**src/sv/assert_macros.svh**
```systemverilog
// assertion helpers used by the filter core
`ifndef ASSERT_MACROS_SVH
`define ASSERT_MACROS_SVH

// same-cycle implication, masked during reset
`define ASSERT_IMPLIES(lbl, clk, rst, ante, cons) \
   lbl: assert property (@(posedge clk) disable iff (rst) (ante) |-> (cons)) \
      else $error("assertion failed");

// next-cycle implication, masked during reset
`define ASSERT_NEXT(lbl, clk, rst, ante, cons) \
   lbl: assert property (@(posedge clk) disable iff (rst) (ante) |=> (cons)) \
      else $error("assertion failed");

`endif

```
**src/sv/tdf_pkg.sv**
```systemverilog
`default_nettype none
package tdf_pkg;

   localparam int TABLE_SLOTS    = 512;
   localparam int SLOT_BITS      = $clog2(TABLE_SLOTS);
   localparam int KEY_BITS       = 64;
   localparam int STAMP_BITS     = 32;
   localparam int COUNT_BITS     = 10;
   localparam int TTL_BITS       = 16;
   localparam int ADDR_BITS      = 3;
   localparam int DATA_BITS      = 32;

   localparam logic [TTL_BITS-1:0]   TTL_FALLBACK   = TTL_BITS'(5);
   localparam logic [COUNT_BITS-1:0] LIMIT_FALLBACK = COUNT_BITS'(512);

   typedef enum logic [1:0] {
      OP_CHECK = 2'd0,
      OP_TICK  = 2'd1,
      OP_CLEAR = 2'd2,
      OP_NONE  = 2'd3
   } op_type;

   typedef enum logic {
      REG_TTL   = 1'b0,
      REG_LIMIT = 1'b1
   } reg_type;

   typedef enum logic [2:0] {
      ST_IDLE,
      ST_SEARCH,
      ST_DECIDE,
      ST_CLEAN,
      ST_ROOM,
      ST_INSERT
   } state_type;

   typedef struct packed {
      logic                  valid;
      logic [KEY_BITS-1:0]   key;
      logic [STAMP_BITS-1:0] stamp;
   } entry_type;

   typedef struct packed {
      logic [TTL_BITS-1:0]   ttl;
      logic [COUNT_BITS-1:0] limit;
   } cfg_type;

endpackage
`default_nettype wire

```
**src/sv/tdf_cell.sv**
```systemverilog
`default_nettype none
module tdf_cell import tdf_pkg::*; (
   input  wire logic      clock,
   input  wire logic      reset,
   input  wire logic      shift_en,
   input  wire logic      clear_all,
   input  wire entry_type entry_next,
   output entry_type      entry
);

   logic                  valid_ff;
   logic [KEY_BITS-1:0]   key_ff;
   logic [STAMP_BITS-1:0] stamp_ff;

   // valid bit: cleared by reset or a table clear
   always_ff @(posedge clock) begin
      if (reset || clear_all) begin
         valid_ff <= 1'b0;
      end else if (shift_en) begin
         valid_ff <= entry_next.valid;
      end
   end

   always_ff @(posedge clock) begin
      if (shift_en) begin
         key_ff   <= entry_next.key;
         stamp_ff <= entry_next.stamp;
      end
   end

   assign entry = '{valid: valid_ff, key: key_ff, stamp: stamp_ff};

endmodule
`default_nettype wire

```
**config.mk**
```make
export PLATFORM = sky130hd
export DESIGN_NAME = tdf_cell
export DESIGN_NICKNAME = d
export VERILOG_FILES = /design/src/sv/assert_macros.svh /design/src/sv/tdf_pkg.sv /design/src/sv/tdf_cell.sv
export SDC_FILE = /design/constraint.sdc
export NUM_CORES = 1
export LEC_CHECK = 0
export ABC_AREA = 1
export BUFFER_PORTS_ARGS = -buffer_cell sky130_fd_sc_hd__buf_4
export CORE_MARGIN = 8
export CORE_UTILIZATION = 38
export CTS_BUF_LIST = sky130_fd_sc_hd__clkbuf_8
export DETAILED_ROUTE_END_ITERATION = 7
export GPL_ROUTABILITY_DRIVEN = 0
export GPL_TIMING_DRIVEN = 0
export PLACE_DENSITY_LB_ADDON = 0.05
export SLEW_MARGIN = 20
export SYNTH_ARGS = -nofsm -noshare
export SYNTH_HDL_FRONTEND = slang
export SYNTH_SLANG_ARGS = --single-unit
export TNS_END_PERCENT = 100
```
**constraint.sdc**
```tcl
create_clock -name clock -period 0.8 [get_ports clock]
set_clock_uncertainty 0.15 [all_clocks]
set_input_delay 0.08 -clock clock [delete_from_list [all_inputs] [get_ports clock]]
set_output_delay 0.08 -clock clock [all_outputs]
set_load 0.05 [all_outputs]
```
==> results by stage <==
Synthesis:
- Synthesis produced a netlist whose cell count is 104.
- The synthesized design contains 97 register bits.
- The sequential fraction of the synthesis area is 98.9%.
- The netlist uses 7 different library cells.
- The adder-cell share of the synthesized area is 0%.
- The fraction of synthesized area in multiplexers is 0%.
- Summing the areas of all compound-gate instances in the mapped netlist gives 0% of the synthesized area.
- The parity-gate share of the synthesized area counting xor and xnor cells is 0%.
- The cell accounting for the most synthesized area is edfxtp_1.
- The total nets after synthesis is 205.
- By area, the combinational part of the netlist is dominated by simple AND/OR/NAND/NOR gates.
- The cell area that synthesis handed to floorplanning was 0.00294 mm2.
- The fraction of the mapped netlist area in simple logic gates is 0.725%.
- Yosys printed 0 warnings.
- In this run the biggest area consumer among cell types represents 98.2% of the synthesized area.
- Ranked by total cell area, the synthesized netlist is headed by edfxtp_1 98%, dfxtp_1 0.68%, buf_4 0.26%, nand2_1 0.26%, nor2_1 0.26%.
- After synthesis, the mean cell area works out to 28.2 um2.

Floorplanning:
- Once the floorplan was initialized, standard cells occupied 38.6% of the core.
- Pin placement for this block handled 198 I/O pins.
- The width of the chip is 104 um.
- Measured along the y axis, the die boundary spans 104 um.
- The core region is 0.00761 mm2.
- The placement row count is 32.
- The full die area is 0.0108 mm2.

Power:
- Cell internal power was estimated by the tool at 0.00975 W.
- The logic gate share of total power is 23.7%.
- The power per unit of standard cell area is 2170 mW/mm2.
- Summed over all cells, the static leakage comes to 2.62 nW.
- The net switching power of the design is 0.00361 W.
- In this run, the clock network consumes 29.8% of the power.
- Registers are responsible for 46.6% of the overall power.
- Net switching is 27.0% of the power.
- The worst-case IR drop observed on VDD is 1.64 mV.

Detailed routing:
- The remaining antenna violation count after routing is 0.
- Dividing the detail-routed wire length by the instance count gives 18.1 um.
- The routed layout has 2179 vias.
- For this block, the initial DRC count from the detailed router was 62.
- After detailed routing, the number of vias per cell comes to 4.22.
- The detailed-router iteration count before antenna repair is 4.
- The DRC violations left is 0.
- After detailed routing, the total wire length is 9.33 mm.

Timing:
- Setup repair after global routing could not meet its margin everywhere.
- The number of max-slew violations in the final report is 0.
- The final count of negative-setup-slack endpoints is 114.
- Static timing analysis puts the maximum clock frequency at 850 MHz.
- The time the worst path needs with I/O delays and setup is 1180 ps.
- The count of endpoints failing hold in the final timing report is 6.
- At the pin with the least slew margin, the transition time is 516 ps.
- The worst path uses 147% of the clock period.
- The slack of the critical path is -376 ps.
- The worst max-slew margin expressed relative to the limit is 65.6%.
- The worst hold margin is -176 ps.

Global route:
- The overall global routing resource usage is 17.3%.
- Entering global routing, the biggest net connects 99 pins.
- The number of antenna violations at the first check in global routing is 1.
- The number of global-route vias before repair was 2537.
- The first global-routing pass estimated 14.3 mm of wire.
- The remaining global-route overflow is 0.

Setup path:
- The required time of the critical path is 570 ps.
- The type of the worst setup path is reg -> out.
- Among all stages on the critical path, the largest delay is contributed by edfxtp_1.
- STA classifies the critical path startpoint as a register.
- The top cell family by delay on the critical path is flip-flops.
- The internal reg-to-reg setup slack is 70 ps.
- The critical path goes through buf_6.
- The data arrival time of the critical path is 950 ps.
- Along the worst path, the maximum fanout reaches 1.
- The highest cell delay on the worst timing path is 420 ps.
- The worst setup path is captured at an output port.
- The number of buffers and inverters on the critical path is 1.

Placed design:
- The area after detailed placement is 0.00455 mm2.
- The count of input and output buffers is 197.
- The HPWL after detailed placement is 5.65 mm.
- The placement-stage worst setup slack is -496 ps.

Finish:
- Of the cells placed in the final design, the portion with a size suffix greater than 1 is 52.3%.
- The number of nets in the finished design is 509.
- The summed area of non-filler cells in the final layout is 0.00616 mm2.
- The signed area change from the synthesized netlist to the final layout is 110%.
- Leaving out fill and tap cells, the most frequent cell in the layout is buf_4.
- The library cells used most frequently in the layout, excluding fill and tap cells, are 99 x buf_4, 97 x buf_6, 96 x edfxtp_1.

CTS:
- In this run the clock root is driven by a clkbuf_8.
- TritonCTS built the clock tree.
- The later-pin clock latency in the skew report is 340 ps.
- The clock slew at the register clock pins of the worst setup and hold paths is 90 ps.
- The number of clock buffers inserted by TritonCTS is 9.
- The number of sinks driven by the clock tree is 97.
- CTS built an H-tree with a depth of 3.
- The number of hold buffers added after CTS was 96.
- The maximum count of clock buffers along a single path is 2.
- In this run the post-CTS setup repair buffer count came out at 0.

Run status:
- The run finished, with violations left.
- The checks that failed: negative hold slack, negative setup slack.

Flow run:
- Across the run, the number of max-cap violations was 0.

Worst hold path:
- The type of the worst min-delay path is in -> reg.
==> cells in the mapped netlist, drive strengths merged <==
cell type	count
dfxtp	1
nor2	3
nand2	2
inv	1
edfxtp	96
buf	1
==> path summary, 6_finish.rpt <==
kind                                  start       end  depth (start not counted)
worst max-delay path            stamp_ff[8]  entry[8]                          1
worst min-delay path                  reset  valid_ff                          4
worst max register to register     valid_ff  valid_ff                          2
worst min register to register     valid_ff  valid_ff                          2
==> layer usage <==
layer	GRT usage [%]	up-vias	part of all wire [%]
li1	-	1021	-
met1	15.6	1024	32
met2	31.9	122	56
met3	8.74	12	11
met4	6.93	0	1.7
met5	0	-	0
==> power by group through the flow <==
stage | Sequential, W | Combinational [W] | Clock, W
finish | 0.00622 | 0.00316 | 0.00398
global route | 0.00626 | 0.00326 | 0.00427
CTS | 0.00621 | 0.00315 | 0.00408
detailed placement | 0.00625 | 0.00252 | 0
global placement | 0.00623 | 0.00250 | 0
floorplan | 0.00765 | 0.0000182 | 0
==> kinds of logic (layout without fill, tap and decap cells) <==
kind of cell	count (synthesis)	in the layout
buf+inv	2	311
flops	97	97
simple gates	5	5
other cells	0	1
==> layout make-up <==
cell class | instances | area (um2)
buffer | 1 | 11.3
multi-input combinational | 5 | 23.8
clock buffer | 9 | 124
tap | 102 | 128
fill | 417 | 1440
inverter | 1 | 3.75
antenna | 1 | 2.50
clock inverter | 7 | 134
sequential | 97 | 2900
timing repair buffer | 293 | 2830
==> flip-flops by register name, summed over array words and instances, names as in the netlist <==
signal    flops
key_ff       64
stamp_ff     32
valid_ff      1
==> what timing repair did <==
item                       in CTS  in global routing
resized for setup              99                  9
setup endpoints to repair     194                199
hold endpoints to repair       97                  6
gates cloned                    0                  0
==> stage by stage <==
stage | total power (W) | setup TNS (ps) | instances | utilization [%]
global route | 0.0138 | -37570 | 516 | 81.0
finish | 0.0134 | -32840 | 516 | 81.0
floorplan | 0.00766 | -2940 | 104 | -
CTS | 0.0134 | -34480 | 515 | 80.7
detailed placement | 0.00877 | -47730 | 403 | 59.8
global placement | 0.00874 | -73070 | 403 | 59.7
Note: power is estimated with default switching activity, not from simulation.
