### src/sv/assert_macros.svh
// assertion helpers used by the filter core
`ifndef ASSERT_MACROS_SVH
`define ASSERT_MACROS_SVH

// same-cycle implication, masked during reset
`define ASSERT_IMPLIES(lbl, clk, rst, ante, cons) \
   lbl: assert property (@(posedge clk) disable iff (rst) (ante) |-> (cons)) \
      else $error("assertion failed");

// next-cycle implication, masked during reset
`define ASSERT_NEXT(lbl, clk, rst, ante, cons) \
   lbl: assert property (@(posedge clk) disable iff (rst) (ante) |=> (cons)) \
      else $error("assertion failed");

`endif

### src/sv/tdf_pkg.sv
`default_nettype none
package tdf_pkg;

   localparam int TABLE_SLOTS    = 512;
   localparam int SLOT_BITS      = $clog2(TABLE_SLOTS);
   localparam int KEY_BITS       = 64;
   localparam int STAMP_BITS     = 32;
   localparam int COUNT_BITS     = 10;
   localparam int TTL_BITS       = 16;
   localparam int ADDR_BITS      = 3;
   localparam int DATA_BITS      = 32;

   localparam logic [TTL_BITS-1:0]   TTL_FALLBACK   = TTL_BITS'(5);
   localparam logic [COUNT_BITS-1:0] LIMIT_FALLBACK = COUNT_BITS'(512);

   typedef enum logic [1:0] {
      OP_CHECK = 2'd0,
      OP_TICK  = 2'd1,
      OP_CLEAR = 2'd2,
      OP_NONE  = 2'd3
   } op_type;

   typedef enum logic {
      REG_TTL   = 1'b0,
      REG_LIMIT = 1'b1
   } reg_type;

   typedef enum logic [2:0] {
      ST_IDLE,
      ST_SEARCH,
      ST_DECIDE,
      ST_CLEAN,
      ST_ROOM,
      ST_INSERT
   } state_type;

   typedef struct packed {
      logic                  valid;
      logic [KEY_BITS-1:0]   key;
      logic [STAMP_BITS-1:0] stamp;
   } entry_type;

   typedef struct packed {
      logic [TTL_BITS-1:0]   ttl;
      logic [COUNT_BITS-1:0] limit;
   } cfg_type;

endpackage
`default_nettype wire

### src/sv/tdf_csr.sv
`default_nettype none
module tdf_csr import tdf_pkg::*; (
   input  wire logic                 clock,
   input  wire logic                 reset,
   input  wire logic                 psel,
   input  wire logic                 penable,
   input  wire logic                 pwrite,
   input  wire logic [ADDR_BITS-1:0] paddr,
   input  wire logic [DATA_BITS-1:0] pwdata,
   output logic      [DATA_BITS-1:0] prdata,
   output logic                      pready,
   output cfg_type                   cfg
);

   logic [TTL_BITS-1:0]   ttl_ff;
   logic [COUNT_BITS-1:0] limit_ff;
   logic [COUNT_BITS-1:0] limit_raw;
   reg_type               reg_sel;
   logic                  wr_en;

   assign reg_sel = reg_type'(paddr[2]);
   assign wr_en   = psel && penable && pwrite;
   assign pready  = 1'b1;

   always_ff @(posedge clock) begin
      if (reset) begin
         ttl_ff   <= TTL_FALLBACK;
         limit_ff <= LIMIT_FALLBACK;
      end else if (wr_en) begin
         case (reg_sel)
            REG_TTL:   ttl_ff   <= pwdata[TTL_BITS-1:0];
            REG_LIMIT: limit_ff <= pwdata[COUNT_BITS-1:0];
            default:   ttl_ff   <= ttl_ff;
         endcase
      end
   end

   always_comb begin
      case (reg_sel)
         REG_TTL:   prdata = DATA_BITS'(ttl_ff);
         REG_LIMIT: prdata = DATA_BITS'(limit_ff);
         default:   prdata = '0;
      endcase
   end

   // zero falls back to defaults, limit saturates at the table size
   assign limit_raw = (limit_ff == '0) ? LIMIT_FALLBACK : limit_ff;
   assign cfg.ttl   = (ttl_ff == '0) ? TTL_FALLBACK : ttl_ff;
   assign cfg.limit = (limit_raw > COUNT_BITS'(TABLE_SLOTS)) ?
                      COUNT_BITS'(TABLE_SLOTS) : limit_raw;

endmodule
`default_nettype wire

### config.mk
export PLATFORM = sky130hd
export DESIGN_NAME = tdf_csr
export DESIGN_NICKNAME = d
export VERILOG_FILES = /design/src/sv/assert_macros.svh /design/src/sv/tdf_pkg.sv /design/src/sv/tdf_csr.sv
export SDC_FILE = /design/constraint.sdc
export NUM_CORES = 1
export LEC_CHECK = 0
export BUFFER_PORTS_ARGS = -buffer_cell sky130_fd_sc_hd__buf_2
export CORE_MARGIN = 2
export CORE_UTILIZATION = 39
export CTS_CLUSTER_SIZE = 28
export DETAILED_ROUTE_END_ITERATION = 8
export HOLD_SLACK_MARGIN = 0.1
export PLACE_DENSITY = 0.77
export SLEW_MARGIN = 30
export SYNTH_ARGS = -nofsm -noshare
export SYNTH_HDL_FRONTEND = slang
export SYNTH_SLANG_ARGS = --single-unit
### constraint.sdc
create_clock -name clock -period 1.1 [get_ports clock]
set_input_delay 0.055 -clock clock [delete_from_list [all_inputs] [get_ports clock]]
set_output_delay 0.055 -clock clock [all_outputs]
set_load 0.005 [all_outputs]
==> out/metrics.cfg <==
[outcome]
status=finished with violations
violations=negative setup slack

[worst_setup_path]
worst_setup_path_start_kind=flop
worstSetupPathType=flop to primary output
crit_arrival_ns=1.64
regToRegStartpoint=ttl_ff[11]$_SDFFE_PP0P_
worstSetupEndpointType=primary output
cpMaxStageDelayCell=or4_4
r2r_slack_ns=0.18
cp_max_fo=2
reg2reg_depth=3
cp_cell_sequence=or4_4, o41ai_2, buf_2
critPathMaxStageDelay_ns=0.55
reg2reg_to=ttl_ff[11]$_SDFFE_PP0P_
cp.required_ns=1.04

[cells_and_area]
final_cells=317
fillers=335
diodes=0
drive_gt1_share_pct=48.69
multi_input_area_um2=967.2
synthToLayoutAreaGrowth_pct=51.80
fin_area_um2=2431
seqCellArea_um2=540.5
fin_nets=309

[job]
max-cap-violations=0

[drt]
firstDrtPassIters=4
detail_route.wl_per_cell_um=12.85
via_per_inst=4.562
drt_wl_total_um=4072
drtIter0Drc=57
ant_nets=0
drc=0
num_vias=1446

[floorplanning]
row_count=23
coreArea_um2=3971
initial_core_util_pct=40.33
fp.dieArea_um2=4635
die_h_um=68.08
pin_count=99
die_w_um=68.08

[power_and_ir_drop]
switching_power_uw=441.2
combPwrFrac_pct=19.9
switching_share_pct=23.64
p_total_mw=1.866
p_per_area_nw_per_um2=767.6
peakVddDrop_mv=0.4407
p_seq_share_pct=52.4
p_leak_nw=1.167
p_clk_share_pct=27.7
p_int_mw=1.425

[clock_tree]
cts_made_buffers=3
cts_tree=done
worstSkewPairLatency_ns=0.26
cts_root_buf=clkbuf_8
path_clk_slew_ns=0.09
clkSinkCount=26
clockBufferDepth=2
htree_num_levels=1

[synthesis]
synth_cell_types=24
synth_edf_count=0
async_reset_ff_share_pct=0
synth-seq-area-share_pct=32.50
postSynthCellCount=183
syn-cell-area_um2=1602
ys.flop_type=dfxtp_1
ys_ff_latch=26
postSynthAreaPerCell_um2=8.752
yosysWarnings=0

[placement]
port_buffers=63
gp_congestion=0.7556
dp.cells=291
placed_area_um2=2024
hpwl_um=2796

[sta]
hold_viol=0
tightest_slew_ns=0.5685
rsz0062_at_grt=true
finClkSkew_ns=0
layout_setup_ws_ns=-0.5987
setup_viol=12
relSlewSlack_pct=62.10
post-route-min-period_ns=1.699
fmax_ghz=0.5887
slew_violations=0
holdWs_ns=0.3045
finalCritPeriodShare_pct=154.4

[worst_hold_path]
hp-class=primary input to flop
hold_end=ttl_ff[8]$_SDFFE_PP0P_
min_path_cells=4
hp-start=penable

[global_route]
grt_pass1_wl_um=5830
antenna_found_initial=0
grt_pass1_vias=1234
overflow=0
grt_max_degree=46
grt_usage_pct=16.55

-- Yosys cell counts, types with 3 or more instances --
library cell  count  area share [%]
nor2_1            7             1.6
mux2i_1          26              16
nand2b_1         37              14
buf_4            17             8.0
dfxtp_1          26              33
or4_1             3             1.4
mux2_2            8             5.6
nor2b_1          15             5.9
buf_2             4             1.3
clkbuf_1         20             4.7
-- through the flow --
stage               utilization, %  TNS [ns]  setup WS (ns)
floorplan                        -   -0.3088        -0.1544
global placement             50.98   -0.6074        -0.3044
detailed placement           50.98   -0.5793        -0.3054
CTS                          58.76    -1.588        -0.5966
global route                 61.22    -2.053        -0.6412
finish                       61.22    -1.609        -0.5987
-- per-layer routing --
metal	wire, um	global-route usage, %	up-vias
met3	233	2.138	0
li1	-	-	721
met1	1773	23.54	680
met2	2066	26.46	45
met4	0	4.000	0
met5	0	0	-
-- what timing repair did --
item / CTS / global route
gates resized for setup: 32 / 19
hold buffers: 16 / 0
setup buffers: 4 / 8
endpoints found under the setup margin: 19 / 17
hold endpoints to repair: 26 / 0
pin swaps: 4 / 4
-- registers in the layout (all words and copies together) (netlist names) --
signal    flops
ttl_ff       16
limit_ff     10
-- worst max path at each step --
stage / slack [ns] / depth (start not counted) / start / endpoint
floorplan: -0.15 / 2 / ttl_ff[0]$_SDFFE_PP1P_ / cfg[10]
global placement: -0.30 / 3 / ttl_ff[0]$_SDFFE_PP1P_ / cfg[10]
CTS: -0.60 / 3 / ttl_ff[14]$_SDFFE_PP0P_ / cfg[10]
detailed placement: -0.31 / 3 / ttl_ff[0]$_SDFFE_PP1P_ / cfg[10]
global route: -0.64 / 3 / ttl_ff[0]$_SDFFE_PP1P_ / cfg[12]
finish: -0.60 / 3 / ttl_ff[0]$_SDFFE_PP1P_ / cfg[10]
-- critical path, delay by kind of cell, from the launching register on --
| kind | cells | cell delay (ns) |
|---|---|---|
| AND/OR/NAND/NOR | 1 | 0.55 |
| AO/OA/AOI/OAI | 1 | 0.35 |
| flip-flops | 1 | 0.32 |
| buffers and inverters | 1 | 0.16 |
-- layout make-up --
type | instances | share of cell area [%]
sequential | 26 | 22.23
tap | 50 | 2.573
timing repair buffer | 108 | 33.40
multi-input combinational | 128 | 39.78
clock buffer | 3 | 1.698
inverter | 2 | 0.3088
-- cells in the final DEF (no fill, tap or decap), drive strengths merged --
| master | synthesis | final |
|---|---|---|
| a31o | 1 | 1 |
| and4 | 1 | 1 |
| and4b | 1 | 1 |
| buf | 21 | 92 |
| clkbuf | 20 | 3 |
| conb | 2 | 17 |
| dfxtp | 26 | 26 |
| dlygate4sd3 | 1 | 16 |
| inv | 2 | 2 |
| mux2 | 8 | 8 |
| mux2i | 26 | 26 |
| nand2 | 2 | 2 |
| nand2b | 37 | 37 |
| nand4b | 1 | 1 |
| nor2 | 7 | 7 |
| nor2b | 15 | 15 |
| nor3 | 1 | 1 |
| nor4 | 1 | 1 |
| o21ai | 2 | 2 |
| o41ai | 2 | 2 |
| or2b | 2 | 2 |
| or4 | 4 | 4 |
-- logic make-up after synthesis --
| group | share of synthesized area, % |
|---|---|
| flops | 32.50 |
| simple gates | 27.89 |
| buf+inv | 15.00 |
| mux | 21.88 |
| compound gates | 2.266 |
| other cells | 0.4689 |
-- power by group through the flow --
stage	logic, mW	clock network, mW	registers [mW]
3_3_place_gp	0.280	0	0.997
4_1_cts	0.351	0.524	0.980
6_report	0.371	0.517	0.978
2_1_floorplan	0.207	0	0.997
5_1_grt	0.408	0.560	0.981
3_5_place_dp	0.282	0	0.999
No activity file was read; power rests on OpenSTA's default activity.
